File: config.mk
export PLATFORM = sky130hd
export DESIGN_NAME = sorted_case_table_insert_flat
export DESIGN_NICKNAME = d
export VERILOG_FILES = /design/src/rtl/sctab_pkg.sv /design/src/rtl/sctab_if.sv /design/src/rtl/sctab_cell.sv /design/src/rtl/sorted_case_table_insert.sv /design/src/flat_wrapper.sv
export SDC_FILE = /design/constraint.sdc
export NUM_CORES = 2
export LEC_CHECK = 0
export BUFFER_PORTS_ARGS = -buffer_cell sky130_fd_sc_hd__buf_4
export CELL_PAD_IN_SITES_DETAIL_PLACEMENT = 1
export CELL_PAD_IN_SITES_GLOBAL_PLACEMENT = 1
export CORE_MARGIN = 2
export CORE_UTILIZATION = 58
export CTS_CLUSTER_DIAMETER = 150
export CTS_CLUSTER_SIZE = 8
export DETAILED_ROUTE_END_ITERATION = 12
export PLACE_DENSITY_LB_ADDON = 0.1
export SETUP_SLACK_MARGIN = 0.02
export SYNTH_ARGS = -nofsm -noshare
export SYNTH_HDL_FRONTEND = slang
export SYNTH_SLANG_ARGS = --single-unit
File: constraint.sdc
create_clock -name clk -period 9.2 [get_ports clk]
set_input_delay 1.38 -clock clk [delete_from_list [all_inputs] [get_ports clk]]
set_output_delay 1.38 -clock clk [all_outputs]
set_load 0.01 [all_outputs]
File: src/rtl/sctab_pkg.sv
// Shared types and constants for the sorted case table.
package sctab_pkg;

    localparam int TABLE_DEPTH = 32;
    localparam int CNT_W       = 7;
    localparam int KEY_W       = 16;
    localparam int LABEL_W     = 16;

    typedef enum logic [1:0] {
        OP_CLEAR  = 2'd0,
        OP_INSERT = 2'd1,
        OP_DUMP   = 2'd2,
        OP_NONE   = 2'd3
    } opcode_t;

    typedef enum logic [2:0] {
        ST_OK    = 3'd0,
        ST_DUP   = 3'd1,
        ST_FULL  = 3'd2,
        ST_ENTRY = 3'd3,
        ST_EMPTY = 3'd4
    } status_t;

    typedef struct packed {
        logic signed [KEY_W-1:0] key;
        logic [LABEL_W-1:0]      label;
    } pair_t;

    // ins: every cell at or right of the slot takes its new content
    // rot: the whole table moves one place toward cell 0 (dump)
    typedef struct packed {
        logic ins;
        logic rot;
    } cell_ctrl_t;

endpackage

File: src/rtl/sctab_if.sv
// Handshake channel interfaces for requests and responses.
interface sctab_req_if;
    logic        valid;
    logic        ready;
    logic [1:0]  opcode;
    logic signed [15:0] case_value;
    logic [15:0] case_label;

    modport source (output valid, output opcode, output case_value, output case_label,
                    input ready);
    modport sink   (input valid, input opcode, input case_value, input case_label,
                    output ready);
endinterface

interface sctab_rsp_if;
    logic        valid;
    logic        ready;
    logic [2:0]  status;
    logic signed [15:0] entry_value;
    logic [15:0] entry_label;
    logic [6:0]  entry_count;
    logic        last;

    modport source (output valid, output status, output entry_value, output entry_label,
                    output entry_count, output last, input ready);
    modport sink   (input valid, input status, input entry_value, input entry_label,
                    input entry_count, input last, output ready);
endinterface

File: src/rtl/sctab_cell.sv
// One table slot: holds a pair, compares it with the new key, shifts with its neighbors.
module sctab_cell (
    input  logic                   clk,
    input  sctab_pkg::cell_ctrl_t  ctrl,
    input  logic                   occupied,
    input  logic                   wrap,
    input  logic                   left_shift,
    input  sctab_pkg::pair_t       new_pair,
    input  sctab_pkg::pair_t       left_pair,
    input  sctab_pkg::pair_t       right_pair,
    input  sctab_pkg::pair_t       head_pair,
    output sctab_pkg::pair_t       pair,
    output logic                   shift,
    output logic                   match
);

    sctab_pkg::pair_t pair_reg;
    sctab_pkg::pair_t pair_next;

    // an empty slot counts as larger than any key
    assign shift = !occupied || (pair_reg.key > new_pair.key);
    assign match = occupied && (pair_reg.key == new_pair.key);
    assign pair  = pair_reg;

    always_comb
    begin
        pair_next = pair_reg;
        if (ctrl.ins && shift)
        begin
            pair_next = left_shift ? left_pair : new_pair;
        end
        else if (ctrl.rot)
        begin
            // last occupied slot refills from the head so the table comes back whole
            pair_next = wrap ? head_pair : right_pair;
        end
    end

    always_ff @(posedge clk)
    begin
        pair_reg <= pair_next;
    end

endmodule

File: src/rtl/sorted_case_table_insert.sv
// Top level: sorted (key, label) table built as a row of shifting cells.
//
// Requests arrive on req (opcode, case_value, case_label); results leave on rsp
// (status, entry_value, entry_label, entry_count, last), both valid/ready.
// Clear and insert give one result with last set. An insert
// is compared against all cells at once; the cells at and beyond the sorted
// slot shift one place right in the same cycle, so no table walk is needed.
// A refused insert (duplicate or full) leaves the table untouched.
// Dump of n entries gives n results, one per cycle unless rsp stalls, entry order by key; the
// cell row rotates one place per result and is back in order after the last.
// Dump of an empty table gives a single empty-table result.
// Opcode 3 is taken and dropped with no result.
// Results sit in one output register. The next request is taken in a cycle
// where that register is empty or being read, so clear and insert run one per
// cycle while rsp does not stall, and a dump holds req off until its last
// result is registered. A stall on rsp holds the register, blocks req and
// pauses the dump.
// Reset empties the table (fill count zero); stored pairs are not cleared.
module sorted_case_table_insert (
    input  logic        clk,
    input  logic        rst_n,
    sctab_req_if.sink   req,
    sctab_rsp_if.source rsp
);

    localparam int DEPTH = sctab_pkg::TABLE_DEPTH;
    localparam int CNT_W = sctab_pkg::CNT_W;

    typedef enum logic {
        S_IDLE,
        S_DUMP
    } state_t;

    state_t                    state_reg, state_next;
    logic [CNT_W-1:0]          count_reg, count_next;
    logic [CNT_W-1:0]          idx_reg, idx_next;
    logic                      out_valid_reg, out_valid_next;
    sctab_pkg::status_t        status_reg, status_next;
    sctab_pkg::pair_t          out_pair_reg, out_pair_next;
    logic [CNT_W-1:0]          out_count_reg, out_count_next;
    logic                      out_last_reg, out_last_next;

    sctab_pkg::cell_ctrl_t     ctrl;
    sctab_pkg::pair_t          new_pair;
    sctab_pkg::pair_t          cell_pair [DEPTH];
    logic [DEPTH-1:0]          cell_shift;
    logic [DEPTH-1:0]          cell_match;

    logic                      slot_free;
    logic                      req_fire;
    logic                      is_full;
    logic                      is_dup;

    assign new_pair.key   = req.case_value;
    assign new_pair.label = req.case_label;

    genvar i;
    generate
        for (i = 0; i < DEPTH; i++)
        begin : g_cell
            sctab_cell u_cell (
                .clk        (clk),
                .ctrl       (ctrl),
                .occupied   (CNT_W'(i) < count_reg),
                .wrap       (CNT_W'(i + 1) == count_reg),
                .left_shift (i == 0 ? 1'b0 : cell_shift[(i == 0) ? 0 : i - 1]),
                .new_pair   (new_pair),
                .left_pair  (cell_pair[(i == 0) ? 0 : i - 1]),
                .right_pair (cell_pair[(i == DEPTH - 1) ? 0 : i + 1]),
                .head_pair  (cell_pair[0]),
                .pair       (cell_pair[i]),
                .shift      (cell_shift[i]),
                .match      (cell_match[i])
            );
        end
    endgenerate

    assign slot_free = !out_valid_reg || rsp.ready;
    assign req.ready = (state_reg == S_IDLE) && slot_free;
    assign req_fire  = req.valid && req.ready;
    assign is_full   = (count_reg == CNT_W'(DEPTH));
    assign is_dup    = |cell_match;

    always_comb
    begin
        state_next     = state_reg;
        count_next     = count_reg;
        idx_next       = idx_reg;
        out_valid_next = out_valid_reg && !rsp.ready;
        status_next    = status_reg;
        out_pair_next  = out_pair_reg;
        out_count_next = out_count_reg;
        out_last_next  = out_last_reg;
        ctrl           = '0;

        if (req_fire)
        begin
            out_pair_next  = '0;
            out_last_next  = 1'b1;
            out_count_next = count_reg;
            case (sctab_pkg::opcode_t'(req.opcode))
                sctab_pkg::OP_CLEAR:
                begin
                    count_next     = '0;
                    out_count_next = '0;
                    status_next    = sctab_pkg::ST_OK;
                    out_valid_next = 1'b1;
                end
                sctab_pkg::OP_INSERT:
                begin
                    out_valid_next = 1'b1;
                    if (is_full)
                    begin
                        status_next = sctab_pkg::ST_FULL;
                    end
                    else if (is_dup)
                    begin
                        status_next = sctab_pkg::ST_DUP;
                    end
                    else
                    begin
                        ctrl.ins       = 1'b1;
                        count_next     = count_reg + 1'b1;
                        out_count_next = count_reg + 1'b1;
                        status_next    = sctab_pkg::ST_OK;
                    end
                end
                sctab_pkg::OP_DUMP:
                begin
                    out_valid_next = 1'b1;
                    if (count_reg == '0)
                    begin
                        status_next = sctab_pkg::ST_EMPTY;
                    end
                    else
                    begin
                        // first entry goes out now, the rest from the dump state
                        ctrl.rot      = 1'b1;
                        status_next   = sctab_pkg::ST_ENTRY;
                        out_pair_next = cell_pair[0];
                        out_last_next = (count_reg == CNT_W'(1));
                        idx_next      = CNT_W'(1);
                        if (count_reg != CNT_W'(1))
                        begin
                            state_next = S_DUMP;
                        end
                    end
                end
                default:
                begin
                    out_valid_next = out_valid_reg && !rsp.ready;
                end
            endcase
        end
        else if (state_reg == S_DUMP && slot_free)
        begin
            ctrl.rot       = 1'b1;
            out_valid_next = 1'b1;
            status_next    = sctab_pkg::ST_ENTRY;
            out_pair_next  = cell_pair[0];
            out_count_next = count_reg;
            out_last_next  = (idx_reg + 1'b1 == count_reg);
            idx_next       = idx_reg + 1'b1;
            if (idx_reg + 1'b1 == count_reg)
            begin
                state_next = S_IDLE;
            end
        end
    end

    always_ff @(posedge clk or negedge rst_n)
    begin
        if (!rst_n)
        begin
            state_reg     <= S_IDLE;
            count_reg     <= '0;
            idx_reg       <= '0;
            out_valid_reg <= 1'b0;
            status_reg    <= sctab_pkg::ST_OK;
            out_pair_reg  <= '0;
            out_count_reg <= '0;
            out_last_reg  <= 1'b0;
        end
        else
        begin
            state_reg     <= state_next;
            count_reg     <= count_next;
            idx_reg       <= idx_next;
            out_valid_reg <= out_valid_next;
            status_reg    <= status_next;
            out_pair_reg  <= out_pair_next;
            out_count_reg <= out_count_next;
            out_last_reg  <= out_last_next;
        end
    end

    assign rsp.valid       = out_valid_reg;
    assign rsp.status      = status_reg;
    assign rsp.entry_value = out_pair_reg.key;
    assign rsp.entry_label = out_pair_reg.label;
    assign rsp.entry_count = out_count_reg;
    assign rsp.last        = out_last_reg;

endmodule
File: src/flat_wrapper.sv
// flat-port wrapper written by rule: the top's interface ports become plain ports
module sorted_case_table_insert_flat 
  (clk, rst_n, req_valid, req_opcode, req_case_value, req_case_label, req_ready, rsp_valid, rsp_status, rsp_entry_value, rsp_entry_label, rsp_entry_count, rsp_last, rsp_ready);
  sctab_req_if req_i ();
  sctab_rsp_if rsp_i ();
  input  logic clk;
  input  logic rst_n;
  input wire logic [$bits(req_i.valid)-1:0] req_valid;
  input wire logic [$bits(req_i.opcode)-1:0] req_opcode;
  input wire logic [$bits(req_i.case_value)-1:0] req_case_value;
  input wire logic [$bits(req_i.case_label)-1:0] req_case_label;
  output wire logic [$bits(req_i.ready)-1:0] req_ready;
  output wire logic [$bits(rsp_i.valid)-1:0] rsp_valid;
  output wire logic [$bits(rsp_i.status)-1:0] rsp_status;
  output wire logic [$bits(rsp_i.entry_value)-1:0] rsp_entry_value;
  output wire logic [$bits(rsp_i.entry_label)-1:0] rsp_entry_label;
  output wire logic [$bits(rsp_i.entry_count)-1:0] rsp_entry_count;
  output wire logic [$bits(rsp_i.last)-1:0] rsp_last;
  input wire logic [$bits(rsp_i.ready)-1:0] rsp_ready;
  assign req_i.valid = req_valid;
  assign req_i.opcode = req_opcode;
  assign req_i.case_value = req_case_value;
  assign req_i.case_label = req_case_label;
  assign req_ready = req_i.ready;
  assign rsp_valid = rsp_i.valid;
  assign rsp_status = rsp_i.status;
  assign rsp_entry_value = rsp_i.entry_value;
  assign rsp_entry_label = rsp_i.entry_label;
  assign rsp_entry_count = rsp_i.entry_count;
  assign rsp_last = rsp_i.last;
  assign rsp_i.ready = rsp_ready;
  sorted_case_table_insert u_core (.clk(clk), .rst_n(rst_n), .req(req_i), .rsp(rsp_i));
endmodule
# After elaboration in Yosys (flattened, before gate mapping)

Cells that the tools add are included.

Flip-flop bits (word level): 1083
Input bits: 38
Output and inout port bits: 45
Word-level logic and storage cells: 557

Add/sub/neg operators: 2
Order comparisons: 64
Equality and inequality tests: 74
Multiplexer cells: 166
Bitwise gates (word level): 1
Reductions and logical operators: 177

Operator list:

| operator            | count |
|---|---|
| $mux 32             | 130 |
| $eq 16x16->1        | 32 |
| $gt 16x16->1        | 32 |
| $eq 5x7->1 const A  | 16 |
| $lt 5x7->1 const A  | 16 |
| $logic_and 1x1->1   | 68 |
| $reduce_bool 2->1   | 34 |
| $eq 4x7->1 const A  | 8 |
| $lt 4x7->1 const A  | 8 |
| $mux 7              | 8 |
| $logic_not 1->1     | 34 |
| $logic_or 1x1->1    | 33 |
| $reduce_or 32->1    | 1 |
| $eq 3x7->1 const A  | 4 |
| $lt 3x7->1 const A  | 4 |
| $mux 1              | 22 |
| $add 7x1->7 const B | 2 |
| $eq 2x7->1 const A  | 2 |
| $lt 1x7->1 const A  | 2 |
| $lt 2x7->1 const A  | 2 |
| $pmux 7 s2          | 1 |
| $mux 3              | 3 |
| $pmux 3 s3          | 1 |
| $eq 1x7->1 const A  | 1 |
| 17 further kinds    | 20 |

# Longest topological paths before layout

Depth after elaboration: 10
Mapped depth: 14
Mapped depth without buffers: 10

# Hierarchy

A second synthesis with hierarchy kept.

Cells, all modules: 6858
Area, all modules: 82198.8 um^2

Modules (own cells, without submodules):

| module                                     | instances | cells each | area an instance (um^2) | sequential area each (um^2) |
|---|---|---|---|---|
| sctab_cell at u_core.g_cell[0].u_cell ...  | 23        | 202        | 2452.4                  | 960.9 |
| sctab_cell at u_core.g_cell[30].u_cell ... | 9         | 203        | 2486.1                  | 960.9 |
| sorted_case_table_insert                   | 1         | 385        | 3419.5                  | 1476.4 |

# Worst setup path before layout

OpenSTA, ideal clock, no wires.

Path type: input to register
Start: input port req_case_value[15]
End: register u_core.g_cell[25].u_cell.pair_reg (netlist bit u_core.g_cell[25].u_cell.pair[0]), enable pin
Setup time: 466 ps
Arrival time: 6131 ps
Data required time: 8734 ps
Path slack: 2603 ps
Stages on the path: 10
Buffers on the path: 1
Cell sequence: inv_1 ha_1 and4_1 nor4bb_1 a22oi_1 nand4_1 nor4_4 nand2_1 clkbuf_1 o21ai_0

Word-level cells in the longest chain between the ends: 9

RTL lines:

| element                         | line                            | RTL |
|---|---|---|
| from (decl)                     | flat_wrapper.sv:10              | `input wire logic [$bits(req_i.case_value)-1:0] req_case_value;` |
| $eq 16x16->1                    | sctab_cell.sv:22                | `assign match = occupied && (pair_reg.key == new_pair.key);` |
| $logic_and 1x1->1               | sctab_cell.sv:22                |  |
| $reduce_or 32->1                | sorted_case_table_insert.sv:82  | `assign is_dup = \|cell_match;` |
| $mux 1                          | sorted_case_table_insert.sv:116 | `else if (is_dup)` |
| $mux 1                          | sorted_case_table_insert.sv:112 | `if (is_full)` |
| $mux 1                          | sorted_case_table_insert.sv:101 | `case (sctab_pkg::opcode_t'(req.opcode))` |
| $mux 1                          | sorted_case_table_insert.sv:96  | `if (req_fire)` |
| $logic_and 1x1->1 (*)           | sctab_cell.sv:28                | `if (ctrl.ins && shift)` |
| $reduce_bool 2->1 (no line) (*) | n/a                             |  |
| to (signal assigned)            | sctab_cell.sv:41                | `pair_reg <= pair_next;` |
| to (decl)                       | sctab_cell.sv:17                | `sctab_pkg::pair_t pair_reg;` |

Every way passes the cells marked *; elsewhere a longest branch is shown, timed or not.
A chain may end at the register's enable or synchronous reset.

==> metrics.txt <==
# TYPE chip_impl_metric gauge
chip_impl_info{name="outcome",value="completed"} 1
chip_impl_info{name="crit_path_cell_trace",value="buf_4, inv_2, buf_4, ha_1, nand4_1, nor4_1, a22oi_1, nand4_1, nor4_4, nand2_1, buf_4, nor2_4, buf_4, mux2i_1"} 1
chip_impl_metric{name="initial_core_util",unit=""} 0.583
chip_impl_info{name="root_buffer",value="clkbuf_16"} 1
chip_impl_metric{name="synthesized_instance_count",unit=""} 6495
chip_impl_metric{name="cp.required",unit="ns"} 9.84
chip_impl_metric{name="timing.setup.tns",unit="ns"} 0
chip_impl_metric{name="detail_route.vias_per_cell",unit=""} 7.35
chip_impl_metric{name="floorplan.core_area",unit="um^2"} 133000
chip_impl_metric{name="clockPowerShare",unit=""} 0.234
chip_impl_metric{name="post_synth_mux_area_share",unit=""} 0.354
chip_impl_metric{name="switchingPower",unit="W"} 0.00928
chip_impl_metric{name="post_cts.repair.setup_buffers",unit=""} 0
chip_impl_metric{name="area_growth",unit="%"} 9.30
chip_impl_metric{name="synth-seq-cells",unit=""} 1083
chip_impl_metric{name="drt-total-wl",unit="mm"} 299
chip_impl_metric{name="post_drt_wl_per_cell",unit="um"} 36.4
chip_impl_metric{name="layout.filler_cells",unit=""} 13000
chip_impl_metric{name="die-area",unit="um^2"} 137000
chip_impl_metric{name="drcViolationCount",unit=""} 0
chip_impl_info{name="rsz0062_at_grt",value="no"} 1
chip_impl_metric{name="die_width",unit="um"} 370
chip_impl_metric{name="total_area_of_multi_input_combinational_cells",unit="um^2"} 43300
chip_impl_metric{name="timing.slew.headroom",unit=""} 0.110
chip_impl_metric{name="f_max",unit="GHz"} 0.136
chip_impl_metric{name="crit_path_max_fanout",unit=""} 30
chip_impl_metric{name="power.static_leakage",unit="nW"} 40.7
chip_impl_info{name="cp-start-kind",value="input pin"} 1
chip_impl_metric{name="num_cts_buffers",unit=""} 153
chip_impl_metric{name="yosysWarnings",unit=""} 0
chip_impl_metric{name="final-seq-area",unit="um^2"} 32200
chip_impl_metric{name="synthesis.area_per_instance",unit="um^2"} 11.9
chip_impl_metric{name="ys_types",unit=""} 76
chip_impl_metric{name="holdBufCountCts",unit=""} 0
chip_impl_metric{name="critical_path_arrival",unit="ns"} 8.00
chip_impl_metric{name="drt_pass1_iterations",unit=""} 6
chip_impl_metric{name="hold_viol",unit=""} 0
chip_impl_metric{name="swShare",unit=""} 0.400
chip_impl_metric{name="synth-edff-count",unit=""} 1024
chip_impl_metric{name="grt_first_pass_wirelength",unit="mm"} 435
chip_impl_metric{name="pwr-share-seq",unit=""} 0.401
chip_impl_metric{name="net_count_of_the_mapped_netlist",unit=""} 7054
chip_impl_metric{name="grtUsageTotal",unit=""} 0.430
chip_impl_metric{name="ys_async_sr_fraction",unit=""} 0.0545
chip_impl_metric{name="clkTransAtPathRegs",unit="ns"} 0.06
chip_impl_metric{name="tmin_final",unit="ns"} 7.36
chip_impl_metric{name="finalSetupViolCount",unit=""} 0
chip_impl_metric{name="p_comb_frac",unit=""} 0.364
chip_impl_metric{name="cap_viol_max_count",unit=""} 0
chip_impl_metric{name="post_route_cells_drive_above_1_share",unit=""} 0.104
chip_impl_metric{name="synth_compound_area_frac",unit=""} 0.0595
chip_impl_metric{name="grt_pass1_vias",unit=""} 63900
chip_impl_metric{name="numPortBuffers",unit=""} 82
chip_impl_metric{name="weighted_congestion_at_the_end_of_routability_driven_global_placement",unit=""} 1.00
chip_impl_metric{name="clk_latency",unit="ns"} 0.82
chip_impl_metric{name="hpwl",unit="mm"} 200
chip_impl_metric{name="timing_worst_slew_pin_value",unit="ns"} 1.32
chip_impl_metric{name="vias",unit=""} 60400
chip_impl_info{name="ys_dominant_reg_cell",value="edfxtp_1"} 1
chip_impl_metric{name="placementRows",unit=""} 134
chip_impl_info{name="worstHoldPathType",value="in2async"} 1
chip_impl_metric{name="post_cts.resized_instances",unit=""} 0
chip_impl_info{name="layout.cells.most_common_list",value="2650 x mux2i_1, 1024 x edfxtp_1, 521 x ha_1"} 1
chip_impl_metric{name="yosysSeqAreaShare",unit=""} 0.416
chip_impl_info{name="endpoint_kind_of_the_worst_setup_timing_path",value="flip-flop"} 1
chip_impl_metric{name="drtAntennaViolNets",unit=""} 0
chip_impl_metric{name="power_density",unit="nW/um^2"} 274
chip_impl_metric{name="cell_internal_power",unit="W"} 0.0139
chip_impl_metric{name="cts_max_path_buffers",unit=""} 3
chip_impl_metric{name="fin_nets",unit=""} 6963
chip_impl_metric{name="max-vdd-ir-drop",unit="V"} 0.000230
chip_impl_info{name="timing_worst_setup_path_type",value="in2reg"} 1
chip_impl_metric{name="boundaryPins",unit=""} 83
chip_impl_metric{name="drt_first_iter_violations",unit=""} 6806
chip_impl_metric{name="worst_clock_skew",unit="ns"} 0.0409
chip_impl_metric{name="die_h",unit="um"} 370
chip_impl_metric{name="grt_max_degree",unit=""} 55
chip_impl_metric{name="worst_path_largest_cell_delay",unit="ns"} 1.05
chip_impl_metric{name="cts.htree.levels",unit=""} 4
chip_impl_metric{name="synth-xor-area-share",unit=""} 0.000791
chip_impl_metric{name="grt_antenna_before_repair",unit=""} 5
chip_impl_metric{name="synthesis.area",unit="um^2"} 77500
chip_impl_metric{name="clock_sinks",unit=""} 1083
chip_impl_metric{name="globalRouteOverflowTotal",unit=""} 0
chip_impl_info{name="most_common_cell_after_layout_fill_and_taps_aside",value="mux2i_1"} 1
chip_impl_info{name="cell_repeated_most_along_the_worst_path",value="buf_4"} 1
chip_impl_metric{name="yosys.area_share.adder",unit=""} 0.0841
chip_impl_info{name="cts_tree",value="yes"} 1
chip_impl_metric{name="power",unit="W"} 0.0232
chip_impl_metric{name="fin_crit_sh",unit=""} 0.800
chip_impl_metric{name="slew_viol_final",unit=""} 0
chip_impl_metric{name="synth_simple_gate_area_frac",unit=""} 0.0528
chip_impl_info{name="critical_path_s_slowest_cell",value="nand2_1"} 1
chip_impl_metric{name="largest_reg_flops",unit=""} 1024
chip_impl_info{name="main_combinational_cell_family_by_area_after_synthesis",value="multiplexers"} 1
## per-stage QoR
stage	instances	util	worst slack, ns	hold WS [ns]	cell area [um^2]
after global placement	8017	0.604	1.53	0.471	80400
after detailed placement	8017	0.604	1.39	0.495	80400
after CTS	8221	0.637	2.19	0.343	84700
after floorplan	6495	-	2.60	0.468	77500
after global routing	8222	0.637	1.92	0.365	84700
final	8224	0.637	1.84	0.377	84700
## layer usage
metal  vias up  GRT usage  routed length [um]
met5         -    0.00321                 143
met4        10      0.207               15500
met3       880     0.0872               26800
met2      3474      0.675              136000
met1     31200      0.567              121000
li1      24800          -                   -
## power by group through the flow
stage / Sequential (W) / Combinational (W) / Clock (W)
final: 0.00931 / 0.00844 / 0.00544
after global placement: 0.00921 / 0.00763 / 0
after floorplan: 0.00863 / 0.00518 / 0
after global routing: 0.00937 / 0.00891 / 0.00561
after detailed placement: 0.00925 / 0.00806 / 0
after CTS: 0.00921 / 0.00820 / 0.00544
## cell families (layout without fill, tap and decap cells)
| kind of cell | after synthesis | after routing |
|---|---|---|
| adder cells (fa/ha/maj) | 521 | 521 |
| multiplexers | 2732 | 2732 |
| other | 0 | 3 |
| buffers and inverters | 633 | 591 |
| flip-flops | 1083 | 1083 |
| XOR/XNOR | 7 | 7 |
| AND/OR/NAND/NOR | 808 | 808 |
| AO/OA/AOI/OAI | 711 | 711 |
## worst max-delay path, delay by kind of cell
kind | cells | cell delay (ns)
AOI/OAI and AO/OA | 1 | 0.38
buffers and inverters | 5 | 2.19
and+or+nand+nor | 6 | 3.25
muxes | 1 | 0.29
adders and majority gates | 1 | 0.38
## synth_stat cells, types with 7 or more instances
| master | count | area share |
|---|---|---|
| clkbuf_1 | 426 | 0.021 |
| nand2b_1 | 31 | 0.0025 |
| inv_1 | 87 | 0.0042 |
| or3_1 | 11 | 0.00089 |
| dfrtp_1 | 59 | 0.019 |
| a221o_1 | 33 | 0.0043 |
| buf_2 | 96 | 0.0062 |
| and2_1 | 31 | 0.0025 |
| nand2_2 | 7 | 0.00057 |
| a32oi_1 | 42 | 0.0047 |
| o211ai_1 | 20 | 0.0019 |
| nor2b_1 | 59 | 0.0048 |
| nor2_1 | 136 | 0.0066 |
| nor4_1 | 21 | 0.0017 |
| o311ai_0 | 7 | 0.00079 |
| o31ai_1 | 13 | 0.0013 |
| o22ai_1 | 7 | 0.00057 |
| a21o_1 | 51 | 0.0049 |
| nand2_1 | 241 | 0.012 |
| edfxtp_1 | 1024 | 0.40 |
| ha_1 | 521 | 0.084 |
| nand4_1 | 122 | 0.0098 |
| or2_2 | 9 | 0.00073 |
| a211oi_1 | 30 | 0.0029 |
| and3_1 | 12 | 0.00097 |
| nand3_1 | 53 | 0.0034 |
| mux2_2 | 82 | 0.012 |
| a21oi_1 | 211 | 0.014 |
| o21ai_0 | 158 | 0.010 |
| o21ai_1 | 13 | 0.00084 |
| a22o_1 | 35 | 0.0040 |
| buf_1 | 17 | 0.00082 |
| a31oi_1 | 11 | 0.00089 |
| nor3_1 | 40 | 0.0026 |
| o21a_1 | 29 | 0.0028 |
| mux2i_1 | 2650 | 0.34 |
## final cells by class
cell class,count,share of cell area
Inverter,87,0.00386
Clock buffer,191,0.0476
Antenna cell,3,0.0000886
Tap cell,1768,0.0261
Sequential cell,1083,0.380
Multi-Input combinational cell,4779,0.511
Timing Repair Buffer,300,0.0275
Clock inverter,13,0.00337
## final timing paths
path | start | endpoint | slack (ns) | depth (start not counted)
max | req_case_value[10] | u_core.g_cell[25].u_cell.pair[17]$_DFFE_PP_ | 1.84 | 14
min | rst_n | u_core.rsp.entry_label[7]$_DFFE_PN0P_ | 0.38 | 1
max reg2reg | u_core.count_reg[2]$_DFFE_PN0P_ | u_core.g_cell[25].u_cell.pair[17]$_DFFE_PP_ | 2.37 | 11
min reg2reg | u_core.rsp.entry_value[6]$_DFFE_PN0P_ | u_core.rsp.entry_value[6]$_DFFE_PN0P_ | 0.51 | 1
max in group asynchronous | rst_n | u_core.rsp.entry_count[5]$_DFFE_PN0P_ | 7.74 | 2
min in group clk | u_core.rsp.entry_value[6]$_DFFE_PN0P_ | u_core.rsp.entry_value[6]$_DFFE_PN0P_ | 0.51 | 1
Power figures use the tool's default switching activity.
